### src/rtl/sar_pkg.sv
// Shared types and constants for the sensor axis rotation block.
// Holds orientation codes, per-axis result kinds and Q1.15 coefficients.
// No dependencies.
package sar_pkg;

  localparam int CODE_W = 6;

  // Q1.15 fixed point
  localparam int COEF_FRAC  = 15;
  localparam int ROUND_HALF = 1 << (COEF_FRAC - 1);
  localparam int HALF_SQRT2 = 23170;
  localparam int COEF_W     = 16;

  // Fixed mounting matrix, row-major: x row, y row, z row
  localparam int MAT_COEF [9] = '{
      4687,  12084, -30096,
    -10883, -28059, -12961,
    -30550,  11850,      0
  };

  // Orientation codes
  localparam logic [CODE_W-1:0] ORIENT_NONE              = 6'd0;
  localparam logic [CODE_W-1:0] ORIENT_YAW_45            = 6'd1;
  localparam logic [CODE_W-1:0] ORIENT_YAW_90            = 6'd2;
  localparam logic [CODE_W-1:0] ORIENT_YAW_135           = 6'd3;
  localparam logic [CODE_W-1:0] ORIENT_YAW_180           = 6'd4;
  localparam logic [CODE_W-1:0] ORIENT_YAW_225           = 6'd5;
  localparam logic [CODE_W-1:0] ORIENT_YAW_270           = 6'd6;
  localparam logic [CODE_W-1:0] ORIENT_YAW_315           = 6'd7;
  localparam logic [CODE_W-1:0] ORIENT_ROLL_180          = 6'd8;
  localparam logic [CODE_W-1:0] ORIENT_ROLL_180_YAW_45   = 6'd9;
  localparam logic [CODE_W-1:0] ORIENT_ROLL_180_YAW_90   = 6'd10;
  localparam logic [CODE_W-1:0] ORIENT_ROLL_180_YAW_135  = 6'd11;
  localparam logic [CODE_W-1:0] ORIENT_PITCH_180         = 6'd12;
  localparam logic [CODE_W-1:0] ORIENT_ROLL_180_YAW_225  = 6'd13;
  localparam logic [CODE_W-1:0] ORIENT_ROLL_180_YAW_270  = 6'd14;
  localparam logic [CODE_W-1:0] ORIENT_ROLL_180_YAW_315  = 6'd15;
  localparam logic [CODE_W-1:0] ORIENT_ROLL_90           = 6'd16;
  localparam logic [CODE_W-1:0] ORIENT_ROLL_90_YAW_45    = 6'd17;
  localparam logic [CODE_W-1:0] ORIENT_ROLL_90_YAW_90    = 6'd18;
  localparam logic [CODE_W-1:0] ORIENT_ROLL_90_YAW_135   = 6'd19;
  localparam logic [CODE_W-1:0] ORIENT_ROLL_270          = 6'd20;
  localparam logic [CODE_W-1:0] ORIENT_ROLL_270_YAW_45   = 6'd21;
  localparam logic [CODE_W-1:0] ORIENT_ROLL_270_YAW_90   = 6'd22;
  localparam logic [CODE_W-1:0] ORIENT_ROLL_270_YAW_135  = 6'd23;
  localparam logic [CODE_W-1:0] ORIENT_ROLL_270_YAW_270  = 6'd24;
  localparam logic [CODE_W-1:0] ORIENT_PITCH_90          = 6'd25;
  localparam logic [CODE_W-1:0] ORIENT_PITCH_270         = 6'd26;
  localparam logic [CODE_W-1:0] ORIENT_ROLL_180_PITCH_270 = 6'd27;
  localparam logic [CODE_W-1:0] ORIENT_PITCH_90_YAW_180  = 6'd28;
  localparam logic [CODE_W-1:0] ORIENT_PITCH_90_ROLL_90  = 6'd29;
  localparam logic [CODE_W-1:0] ORIENT_MATRIX            = 6'd30;
  localparam logic [CODE_W-1:0] ORIENT_PITCH_90_ROLL_270 = 6'd31;
  localparam logic [CODE_W-1:0] ORIENT_ACC_DOWN          = 6'd32;
  localparam logic [CODE_W-1:0] ORIENT_GYRO_DOWN         = 6'd33;
  localparam logic [CODE_W-1:0] ORIENT_ACC_UP            = 6'd34;
  localparam logic [CODE_W-1:0] ORIENT_GYRO_UP           = 6'd35;

  // How each result axis is formed
  typedef enum logic [1:0] {
    KIND_DIRECT,
    KIND_HALF,
    KIND_MATRIX
  } axis_kind_e;

  typedef struct packed {
    axis_kind_e x;
    axis_kind_e y;
    axis_kind_e z;
  } route_t;

endpackage

### src/rtl/sar_route.sv
// Orientation decode: picks, per result axis, a swapped/negated input axis,
// the operand of the sqrt(2)/2 scaling or the fixed matrix. Depends on sar_pkg.
module sar_route
  import sar_pkg::*;
#(
  parameter int SAMPLE_WIDTH = 16
) (
  input  logic [CODE_W-1:0]              code_i,
  input  logic signed [SAMPLE_WIDTH-1:0] x_i,
  input  logic signed [SAMPLE_WIDTH-1:0] y_i,
  input  logic signed [SAMPLE_WIDTH-1:0] z_i,
  output route_t                         route_o,
  output logic signed [SAMPLE_WIDTH:0]   dir_x_o,
  output logic signed [SAMPLE_WIDTH:0]   dir_y_o,
  output logic signed [SAMPLE_WIDTH:0]   dir_z_o,
  output logic signed [SAMPLE_WIDTH+1:0] half_x_o,
  output logic signed [SAMPLE_WIDTH+1:0] half_y_o
);

  localparam int OpW = SAMPLE_WIDTH + 2;

  logic signed [OpW-1:0] ex, ey, ez;
  logic signed [OpW-1:0] nx, ny, nz;
  logic signed [OpW-1:0] dx, dy, dz;
  logic signed [OpW-1:0] hx, hy;

  assign ex = {{2{x_i[SAMPLE_WIDTH-1]}}, x_i};
  assign ey = {{2{y_i[SAMPLE_WIDTH-1]}}, y_i};
  assign ez = {{2{z_i[SAMPLE_WIDTH-1]}}, z_i};
  assign nx = -ex;
  assign ny = -ey;
  assign nz = -ez;

  always_comb begin
    route_o = '{x: KIND_DIRECT, y: KIND_DIRECT, z: KIND_DIRECT};
    dx = ex;
    dy = ey;
    dz = ez;
    hx = '0;
    hy = '0;
    case (code_i)
      ORIENT_YAW_45: begin
        route_o.x = KIND_HALF; route_o.y = KIND_HALF;
        hx = ex - ey; hy = ex + ey;
      end
      ORIENT_YAW_90: begin
        dx = ny; dy = ex;
      end
      ORIENT_YAW_135: begin
        route_o.x = KIND_HALF; route_o.y = KIND_HALF;
        hx = nx - ey; hy = ex - ey;
      end
      ORIENT_YAW_180: begin
        dx = nx; dy = ny;
      end
      ORIENT_YAW_225: begin
        route_o.x = KIND_HALF; route_o.y = KIND_HALF;
        hx = ey - ex; hy = nx - ey;
      end
      ORIENT_YAW_270: begin
        dx = ey; dy = nx;
      end
      ORIENT_YAW_315: begin
        route_o.x = KIND_HALF; route_o.y = KIND_HALF;
        hx = ex + ey; hy = ey - ex;
      end
      ORIENT_ROLL_180: begin
        dy = ny; dz = nz;
      end
      ORIENT_ROLL_180_YAW_45: begin
        route_o.x = KIND_HALF; route_o.y = KIND_HALF;
        hx = ex + ey; hy = ex - ey; dz = nz;
      end
      ORIENT_ROLL_180_YAW_90: begin
        dx = ey; dy = ex; dz = nz;
      end
      ORIENT_ROLL_180_YAW_135: begin
        route_o.x = KIND_HALF; route_o.y = KIND_HALF;
        hx = ey - ex; hy = ey + ex; dz = nz;
      end
      ORIENT_PITCH_180: begin
        dx = nx; dz = nz;
      end
      ORIENT_ROLL_180_YAW_225: begin
        route_o.x = KIND_HALF; route_o.y = KIND_HALF;
        hx = nx - ey; hy = ey - ex; dz = nz;
      end
      ORIENT_ROLL_180_YAW_270: begin
        dx = ny; dy = nx; dz = nz;
      end
      ORIENT_ROLL_180_YAW_315: begin
        route_o.x = KIND_HALF; route_o.y = KIND_HALF;
        hx = ex - ey; hy = nx - ey; dz = nz;
      end
      ORIENT_ROLL_90: begin
        dy = nz; dz = ey;
      end
      ORIENT_ROLL_90_YAW_45: begin
        route_o.x = KIND_HALF; route_o.y = KIND_HALF;
        hx = ex + ez; hy = ex - ez; dz = ey;
      end
      ORIENT_ROLL_90_YAW_90: begin
        dx = ez; dy = ex; dz = ey;
      end
      ORIENT_ROLL_90_YAW_135: begin
        route_o.x = KIND_HALF; route_o.y = KIND_HALF;
        hx = ez - ex; hy = ex + ez; dz = ey;
      end
      ORIENT_ROLL_270: begin
        dy = ez; dz = ny;
      end
      ORIENT_ROLL_270_YAW_45: begin
        route_o.x = KIND_HALF; route_o.y = KIND_HALF;
        hx = ex - ez; hy = ex + ez; dz = ny;
      end
      ORIENT_ROLL_270_YAW_90: begin
        dx = nz; dy = ex; dz = ny;
      end
      ORIENT_ROLL_270_YAW_135: begin
        route_o.x = KIND_HALF; route_o.y = KIND_HALF;
        hx = nx - ez; hy = ex - ez; dz = ny;
      end
      ORIENT_ROLL_270_YAW_270: begin
        dx = ez; dy = nx; dz = ny;
      end
      ORIENT_PITCH_90: begin
        dx = ez; dz = nx;
      end
      ORIENT_PITCH_270: begin
        dx = nz; dz = ex;
      end
      ORIENT_ROLL_180_PITCH_270, ORIENT_PITCH_90_YAW_180: begin
        dx = ez; dy = ny; dz = ex;
      end
      ORIENT_PITCH_90_ROLL_90: begin
        dx = ey; dy = nz; dz = nx;
      end
      ORIENT_MATRIX: begin
        route_o = '{x: KIND_MATRIX, y: KIND_MATRIX, z: KIND_MATRIX};
      end
      ORIENT_PITCH_90_ROLL_270: begin
        dx = ny; dy = ez; dz = nx;
      end
      ORIENT_ACC_DOWN: begin
        dx = ny; dy = nx;
      end
      ORIENT_GYRO_DOWN: begin
        dx = ey; dy = ex; dz = nz;
      end
      ORIENT_ACC_UP: begin
        dx = ny; dy = ex; dz = nz;
      end
      ORIENT_GYRO_UP: begin
        dx = ey; dy = nx;
      end
      default: begin
        // no rotation, and pass through for unlisted codes
        dx = ex;
      end
    endcase
  end

  // every direct value fits one bit over the sample width
  assign dir_x_o  = dx[SAMPLE_WIDTH:0];
  assign dir_y_o  = dy[SAMPLE_WIDTH:0];
  assign dir_z_o  = dz[SAMPLE_WIDTH:0];
  assign half_x_o = hx;
  assign half_y_o = hy;

endmodule

### src/rtl/sar_product.sv
// Product stage: constant multiplies for the 45-degree scaling and the fixed
// matrix, registered with the routed values. Depends on sar_pkg.
module sar_product
  import sar_pkg::*;
#(
  parameter int SAMPLE_WIDTH = 16
) (
  input  logic                              clk_i,
  input  logic                              rst_ni,
  input  logic                              valid_i,
  output logic                              ready_o,
  input  route_t                            route_i,
  input  logic signed [SAMPLE_WIDTH-1:0]    x_i,
  input  logic signed [SAMPLE_WIDTH-1:0]    y_i,
  input  logic signed [SAMPLE_WIDTH-1:0]    z_i,
  input  logic signed [SAMPLE_WIDTH:0]      dir_x_i,
  input  logic signed [SAMPLE_WIDTH:0]      dir_y_i,
  input  logic signed [SAMPLE_WIDTH:0]      dir_z_i,
  input  logic signed [SAMPLE_WIDTH+1:0]    half_x_i,
  input  logic signed [SAMPLE_WIDTH+1:0]    half_y_i,
  output logic                              valid_o,
  input  logic                              ready_i,
  output route_t                            route_o,
  output logic signed [SAMPLE_WIDTH:0]      dir_x_o,
  output logic signed [SAMPLE_WIDTH:0]      dir_y_o,
  output logic signed [SAMPLE_WIDTH:0]      dir_z_o,
  output logic signed [SAMPLE_WIDTH+17:0]   half_x_o,
  output logic signed [SAMPLE_WIDTH+17:0]   half_y_o,
  output logic signed [SAMPLE_WIDTH+15:0]   term_o [9]
);

  localparam int PW = SAMPLE_WIDTH + 18;
  localparam int MW = SAMPLE_WIDTH + COEF_W;
  localparam logic signed [PW-1:0] HalfCoef = PW'(HALF_SQRT2);

  logic                  valid_q;
  logic                  load;
  logic signed [PW-1:0]  half_x_d, half_y_d;
  logic signed [MW-1:0]  axis_ext [3];
  logic signed [MW-1:0]  term_d [9];
  logic signed [MW-1:0]  term_q [9];
  route_t                route_q;
  logic signed [SAMPLE_WIDTH:0] dir_x_q, dir_y_q, dir_z_q;
  logic signed [PW-1:0]  half_x_q, half_y_q;

  assign ready_o = !valid_q || ready_i;
  assign load    = valid_i && ready_o;

  assign half_x_d = $signed({{16{half_x_i[SAMPLE_WIDTH+1]}}, half_x_i}) * HalfCoef;
  assign half_y_d = $signed({{16{half_y_i[SAMPLE_WIDTH+1]}}, half_y_i}) * HalfCoef;

  assign axis_ext[0] = {{COEF_W{x_i[SAMPLE_WIDTH-1]}}, x_i};
  assign axis_ext[1] = {{COEF_W{y_i[SAMPLE_WIDTH-1]}}, y_i};
  assign axis_ext[2] = {{COEF_W{z_i[SAMPLE_WIDTH-1]}}, z_i};

  for (genvar t = 0; t < 9; t++) begin : g_term
    localparam logic signed [MW-1:0] Coef = MW'(MAT_COEF[t]);
    assign term_d[t] = axis_ext[t % 3] * Coef;
  end

  always_ff @(posedge clk_i or negedge rst_ni) begin
    if (!rst_ni) begin
      valid_q <= 1'b0;
    end else if (ready_o) begin
      valid_q <= valid_i;
    end
  end

  always_ff @(posedge clk_i) begin
    if (load) begin
      route_q  <= route_i;
      dir_x_q  <= dir_x_i;
      dir_y_q  <= dir_y_i;
      dir_z_q  <= dir_z_i;
      half_x_q <= half_x_d;
      half_y_q <= half_y_d;
      term_q   <= term_d;
    end
  end

  assign valid_o  = valid_q;
  assign route_o  = route_q;
  assign dir_x_o  = dir_x_q;
  assign dir_y_o  = dir_y_q;
  assign dir_z_o  = dir_z_q;
  assign half_x_o = half_x_q;
  assign half_y_o = half_y_q;
  assign term_o   = term_q;

endmodule

### src/rtl/sar_combine.sv
// Result stage: sums matrix terms, rounds Q1.15 products to nearest and
// selects each axis into the output register. Depends on sar_pkg.
module sar_combine
  import sar_pkg::*;
#(
  parameter int SAMPLE_WIDTH = 16
) (
  input  logic                             clk_i,
  input  logic                             rst_ni,
  input  logic                             valid_i,
  output logic                             ready_o,
  input  route_t                           route_i,
  input  logic signed [SAMPLE_WIDTH:0]     dir_x_i,
  input  logic signed [SAMPLE_WIDTH:0]     dir_y_i,
  input  logic signed [SAMPLE_WIDTH:0]     dir_z_i,
  input  logic signed [SAMPLE_WIDTH+17:0]  half_x_i,
  input  logic signed [SAMPLE_WIDTH+17:0]  half_y_i,
  input  logic signed [SAMPLE_WIDTH+15:0]  term_i [9],
  output logic                             valid_o,
  input  logic                             ready_i,
  output logic signed [SAMPLE_WIDTH:0]     board_x_o,
  output logic signed [SAMPLE_WIDTH:0]     board_y_o,
  output logic signed [SAMPLE_WIDTH:0]     board_z_o
);

  localparam int PW = SAMPLE_WIDTH + 18;
  localparam int OW = SAMPLE_WIDTH + 1;
  localparam logic signed [PW-1:0] Bias = PW'(ROUND_HALF);

  logic                  valid_q;
  logic                  load;
  logic signed [PW-1:0]  row_sum [3];
  logic signed [PW-1:0]  row_rnd [3];
  logic signed [PW-1:0]  half_x_rnd, half_y_rnd;
  logic signed [OW-1:0]  board_x_d, board_y_d, board_z_d;
  logic signed [OW-1:0]  board_x_q, board_y_q, board_z_q;

  for (genvar r = 0; r < 3; r++) begin : g_row
    assign row_sum[r] = {{2{term_i[3*r][PW-3]}}, term_i[3*r]}
                      + {{2{term_i[3*r+1][PW-3]}}, term_i[3*r+1]}
                      + {{2{term_i[3*r+2][PW-3]}}, term_i[3*r+2]};
    assign row_rnd[r] = row_sum[r] + Bias;
  end

  assign half_x_rnd = half_x_i + Bias;
  assign half_y_rnd = half_y_i + Bias;

  // floor((p + 2^14) / 2^15), kept to the output width
  always_comb begin
    case (route_i.x)
      KIND_HALF:   board_x_d = half_x_rnd[COEF_FRAC+OW-1:COEF_FRAC];
      KIND_MATRIX: board_x_d = row_rnd[0][COEF_FRAC+OW-1:COEF_FRAC];
      default:     board_x_d = dir_x_i;
    endcase
    case (route_i.y)
      KIND_HALF:   board_y_d = half_y_rnd[COEF_FRAC+OW-1:COEF_FRAC];
      KIND_MATRIX: board_y_d = row_rnd[1][COEF_FRAC+OW-1:COEF_FRAC];
      default:     board_y_d = dir_y_i;
    endcase
    case (route_i.z)
      KIND_MATRIX: board_z_d = row_rnd[2][COEF_FRAC+OW-1:COEF_FRAC];
      default:     board_z_d = dir_z_i;
    endcase
  end

  assign ready_o = !valid_q || ready_i;
  assign load    = valid_i && ready_o;

  always_ff @(posedge clk_i or negedge rst_ni) begin
    if (!rst_ni) begin
      valid_q <= 1'b0;
    end else if (ready_o) begin
      valid_q <= valid_i;
    end
  end

  always_ff @(posedge clk_i) begin
    if (load) begin
      board_x_q <= board_x_d;
      board_y_q <= board_y_d;
      board_z_q <= board_z_d;
    end
  end

  assign valid_o   = valid_q;
  assign board_x_o = board_x_q;
  assign board_y_o = board_y_q;
  assign board_z_o = board_z_q;

endmodule

### src/rtl/sensor_axis_rotation.sv
// Top level of the sensor axis rotation block: input register, orientation
// decode, product stage and result stage. Depends on sar_pkg, sar_route,
// sar_product and sar_combine.
//
// Usage: write the 6-bit orientation code on cfg_wdata_i with cfg_we_i high
// while the block is idle; it resets to 0 (no rotation). Codes above 35
// pass samples through. Feed samples on the s_axis channel; rotated samples
// leave on the m_axis channel, one result per sample, in order.
// A sample accepted into the input register passes the product register and
// then the result register before it is shown on m_axis.
// Throughput: one sample per cycle while m_axis_tready is high; each register
// stage holds one item and advances whenever the stage after it is empty or being drained.
// Stall: when m_axis_tready is low, results hold in the result register and
// the stages behind fill up; s_axis_tready drops only once all three stages
// hold an item.
// Reset (rst_ni low, asynchronous) empties all stages and clears the code.
module sensor_axis_rotation
  import sar_pkg::*;
#(
  parameter int SAMPLE_WIDTH = 16,
  localparam int InDataW  = ((3 * SAMPLE_WIDTH + 7) / 8) * 8,
  localparam int OutDataW = ((3 * (SAMPLE_WIDTH + 1) + 7) / 8) * 8
) (
  input  logic                clk_i,
  input  logic                rst_ni,
  input  logic                cfg_we_i,
  input  logic [CODE_W-1:0]   cfg_wdata_i,
  input  logic                s_axis_tvalid,
  output logic                s_axis_tready,
  // sample_x, sample_y, sample_z, zero fill
  input  logic [InDataW-1:0]  s_axis_tdata,
  output logic                m_axis_tvalid,
  input  logic                m_axis_tready,
  // board_x, board_y, board_z, zero fill
  output logic [OutDataW-1:0] m_axis_tdata
);

  localparam int SW = SAMPLE_WIDTH;

  logic [CODE_W-1:0]     code_q;
  logic                  in_valid_q;
  logic                  in_ready;
  logic                  in_load;
  logic signed [SW-1:0]  x_q, y_q, z_q;

  route_t                route;
  logic signed [SW:0]    dir_x, dir_y, dir_z;
  logic signed [SW+1:0]  half_x, half_y;

  logic                  prod_valid, prod_ready;
  logic                  prod_ready_dn;
  route_t                prod_route;
  logic signed [SW:0]    prod_dir_x, prod_dir_y, prod_dir_z;
  logic signed [SW+17:0] prod_half_x, prod_half_y;
  logic signed [SW+15:0] prod_term [9];

  logic signed [SW:0]    board_x, board_y, board_z;

  always_ff @(posedge clk_i or negedge rst_ni) begin
    if (!rst_ni) begin
      code_q <= ORIENT_NONE;
    end else if (cfg_we_i) begin
      code_q <= cfg_wdata_i;
    end
  end

  assign in_ready      = !in_valid_q || prod_ready;
  assign in_load       = s_axis_tvalid && in_ready;
  assign s_axis_tready = in_ready;

  always_ff @(posedge clk_i or negedge rst_ni) begin
    if (!rst_ni) begin
      in_valid_q <= 1'b0;
    end else if (in_ready) begin
      in_valid_q <= s_axis_tvalid;
    end
  end

  always_ff @(posedge clk_i) begin
    if (in_load) begin
      x_q <= s_axis_tdata[SW-1:0];
      y_q <= s_axis_tdata[2*SW-1:SW];
      z_q <= s_axis_tdata[3*SW-1:2*SW];
    end
  end

  sar_route #(
    .SAMPLE_WIDTH(SW)
  ) u_route (
    .code_i  (code_q),
    .x_i     (x_q),
    .y_i     (y_q),
    .z_i     (z_q),
    .route_o (route),
    .dir_x_o (dir_x),
    .dir_y_o (dir_y),
    .dir_z_o (dir_z),
    .half_x_o(half_x),
    .half_y_o(half_y)
  );

  sar_product #(
    .SAMPLE_WIDTH(SW)
  ) u_product (
    .clk_i   (clk_i),
    .rst_ni  (rst_ni),
    .valid_i (in_valid_q),
    .ready_o (prod_ready),
    .route_i (route),
    .x_i     (x_q),
    .y_i     (y_q),
    .z_i     (z_q),
    .dir_x_i (dir_x),
    .dir_y_i (dir_y),
    .dir_z_i (dir_z),
    .half_x_i(half_x),
    .half_y_i(half_y),
    .valid_o (prod_valid),
    .ready_i (prod_ready_dn),
    .route_o (prod_route),
    .dir_x_o (prod_dir_x),
    .dir_y_o (prod_dir_y),
    .dir_z_o (prod_dir_z),
    .half_x_o(prod_half_x),
    .half_y_o(prod_half_y),
    .term_o  (prod_term)
  );

  sar_combine #(
    .SAMPLE_WIDTH(SW)
  ) u_combine (
    .clk_i    (clk_i),
    .rst_ni   (rst_ni),
    .valid_i  (prod_valid),
    .ready_o  (prod_ready_dn),
    .route_i  (prod_route),
    .dir_x_i  (prod_dir_x),
    .dir_y_i  (prod_dir_y),
    .dir_z_i  (prod_dir_z),
    .half_x_i (prod_half_x),
    .half_y_i (prod_half_y),
    .term_i   (prod_term),
    .valid_o  (m_axis_tvalid),
    .ready_i  (m_axis_tready),
    .board_x_o(board_x),
    .board_y_o(board_y),
    .board_z_o(board_z)
  );

  assign m_axis_tdata = OutDataW'({board_z, board_y, board_x});

endmodule
### config.mk
export PLATFORM = sky130hd
export DESIGN_NAME = sensor_axis_rotation
export DESIGN_NICKNAME = d
export VERILOG_FILES = /design/src/rtl/sar_pkg.sv /design/src/rtl/sar_route.sv /design/src/rtl/sar_product.sv /design/src/rtl/sar_combine.sv /design/src/rtl/sensor_axis_rotation.sv
export SDC_FILE = /design/constraint.sdc
export NUM_CORES = 2
export LEC_CHECK = 0
export BUFFER_PORTS_ARGS = -buffer_cell sky130_fd_sc_hd__buf_2
export CORE_AREA = 2 2 350 352
export DETAILED_ROUTE_END_ITERATION = 10
export DIE_AREA = 0 0 352 354
export PLACE_DENSITY = 0.83
export SYNTH_ARGS = -nofsm -noshare
export SYNTH_HDL_FRONTEND = slang
export SYNTH_SLANG_ARGS = --single-unit
### constraint.sdc
create_clock -name clk_i -period 28 [get_ports clk_i]
set_input_delay 5.6 -clock clk_i [delete_from_list [all_inputs] [get_ports clk_i]]
set_output_delay 5.6 -clock clk_i [all_outputs]
set_load 0.01 [all_outputs]
==> results_dict.tcl <==
set metrics [dict create \
    status "complete, no violations" \
    avgRoutedWirePerCell_um 28.1 \
    die_w_um 352 \
    cts_tree "built" \
    postRouteAntennaNets 0 \
    vias 58434 \
    clk_pin_slew_worst_paths_ns 0.09 \
    worstSkewPairLatency_ns 0.69 \
    globalplace.congestion 1.09 \
    cts.repair.resized 0 \
    final_cells 9166 \
    ios 117 \
    setup_tns_ns 0 \
    synth-edff-count 415 \
    grt.total_usage 0.410 \
    antenna_found_initial 27 \
    crit_chain "buf_2 > nor2b_1 > nand3_1 > buf_2" \
    required_ns 22.40 \
    synthFlopType "edfxtp_1" \
    crit_path_frequent_cell "buf_2" \
    cp_max_fo 3 \
    fin_crit_sh 0.420 \
    vias_per_cell 6.38 \
    start_util 0.597 \
    crit_buf_inv 2 \
    cts_buffers 51 \
    drt-initial-drc-count 6921 \
    slew-limit-headroom 0.132 \
    post_cts_buffers 0 \
    dpl.hpwl_um 205000 \
    grt_max_degree 144 \
    min_from "u_product.valid_o" \
    clock-sinks 424 \
    totalWireLength_um 257000 \
    yosysTopAreaCell "ha_1" \
    ys_ff_latch 424 \
    drive_gt1_frac 0.0594 \
    grt_pass1_vias 58921 \
    cp_slowest_stage_delay_ns 0.16 \
    htree_levels 2 \
    layout.nets 9734 \
    fin_crit_ns 11.76 \
    cp-start-kind "input pin" \
    yosys.area.top_type_share 0.240 \
    area_growth_pct 6.78 \
    rows 128 \
    drc 0 \
    portBuffers 111 \
    postSynthAreaPerCell_um2 9.83 \
    syn_area_um2 72200 \
    hold_viol 0 \
    yosysWarnings 0 \
    critPathTopFamily "simple AND/OR/NAND/NOR gates" \
    rsz0062_at_grt "false" \
    cp-end-kind "output port" \
    core_um2 121000 \
    fin_skew_ns 0.0440 \
    drt_pass1_iterations 10 \
    synthArstFlopShare 0.0212 \
    synth_cells 7339 \
    grt.overflow.total 0 \
    clockRootBuffer "clkbuf_16" \
    placed_cells 9061 \
    arrival_ns 6.16 \
    ctsLongestPathBuffers 3 \
    worst_pin_slew_ns 1.28 \
    regToRegStartpoint "x_q[0]" \
    ys_seq_area_frac 0.176 \
    dieArea_um2 125000 \
    drv_slew 0 \
    drv_cap 0 \
    max_freq_mhz 85.0 \
    setup_viol 0 \
    synth_cell_type_count 93 \
    slowest_stage "nor2b_1" \
    cp-startpoint "m_axis_tready" \
    ctsHoldBuffers 0 \
    hold_class "flip-flop to flip-flop" \
    die_h_um 354 \
    grt_first_pass_wirelength_um 375000 \
    worstSetupPathType "input pin to output port" \
    yosys-top-cells-area "ha_1 24%, fa_1 22%, edfxtp_1 17%" \
]
cell usage after synthesis (25+ instances only):
cell type and n:
o211ai_1 35, clkbuf_1 126, inv_1 1302, nor3_1 133, o21bai_1 56, o21ai_0 312
a221oi_1 41, fa_1 804, nand4_1 38, ha_1 1382, a21o_1 107, a222oi_1 27
a31oi_1 55, xor2_1 124, nor2_1 354, and2_1 41, a21oi_1 399, edfxtp_1 415
a211oi_1 32, nand2b_1 64, and3_1 53, o22ai_1 32, xnor2_1 386, nand3_1 106
or3_1 29, o21a_1 57, mux2i_1 28, or2_2 25, nor2b_1 57, nand2_1 297
a22oi_1 49
final cells by class:
class	instances	area (µm²)
well taps	1625	2030
diodes	10	25.0
inverters	1310	4920
flip-flops and latches	424	12700
repair buffers	254	1650
clock inverters	35	412
clock buffers	60	1350
multi-input cells	5448	54000
fillers	9322	43900
routing by layer:
metal / global-route usage / vias to the layer above / share of wire
met2: 0.606 / 3423 / 0.42
met1: 0.514 / 28711 / 0.37
met5: 0 / - / 0.00034
li1: - / 25431 / -
met4: 0.275 / 14 / 0.081
met3: 0.131 / 855 / 0.13
registers in the layout, summed over array words and instances (netlist names):
| register | cells |
|---|---|
| u_combine.board_x_o | 17 |
| u_product.valid_o | 1 |
| u_combine.valid_o | 1 |
| u_combine.board_z_o | 17 |
| x_q | 16 |
| u_product.dir_y_o | 17 |
| u_product.half_x_o | 18 |
| y_q | 16 |
| u_combine.board_y_o | 17 |
| code_q | 6 |
| u_product.route_o | 3 |
| u_product.half_y_o | 18 |
| u_product.term_o | 226 |
| in_valid_q | 1 |
| u_product.dir_x_o | 17 |
| u_product.dir_z_o | 17 |
| z_q | 16 |
logic make-up after synthesis:
kind of cell               share of synthesized area
adders and majority gates                      0.463
xor gates and xnor gates                      0.0619
buffers and inverters                         0.0773
AOI/OAI and AO/OA                              0.133
and+or+nand+nor                               0.0820
other                                      0.0000520
muxes                                        0.00747
DFF                                            0.176
cell usage in the layout (no fill, tap or decap), types with 106 or more instances in the layout:
| cell | n |
|---|---|
| buf_4 | 141 |
| a21o_1 | 107 |
| inv_1 | 1301 |
| nor2_1 | 354 |
| o21ai_0 | 308 |
| a21oi_1 | 399 |
| nand2_1 | 297 |
| buf_2 | 111 |
| ha_1 | 1381 |
| xor2_1 | 124 |
| nand3_1 | 106 |
| xnor2_1 | 385 |
| edfxtp_1 | 415 |
| fa_1 | 804 |
| nor3_1 | 130 |
metrics by stage:
step / hold slack [ns] / util / setup slack [ns] / area, µm²
4_1_cts: 0.482 / 0.637 / 16.25 / 77000
5_1_grt: 0.511 / 0.637 / 16.19 / 77000
6_report: 0.478 / 0.637 / 16.24 / 77100
3_5_place_dp: 0.497 / 0.623 / 16.25 / 75300
2_1_floorplan: 0.449 / - / 14.44 / 72200
3_3_place_gp: 0.478 / 0.623 / 16.23 / 75300
final timing paths:
| path | endpoint | slack (ns) | cells past startpoint |
|---|---|---|---|
| max | s_axis_tready | 16.24 | 4 |
| min | u_combine.valid_o | 0.48 | 1 |
| max reg2reg | u_product.half_y_o[31] | 17.16 | 34 |
| min reg2reg | u_combine.valid_o | 0.48 | 1 |
| max in group asynchronous | code_q[5] | 22.89 | 1 |
| min in group asynchronous | u_combine.valid_o | 4.80 | 1 |
Power is left out: the tool's default activity adds up to more than one toggle a clock period on the data nets, which glitch-free logic cannot reach.
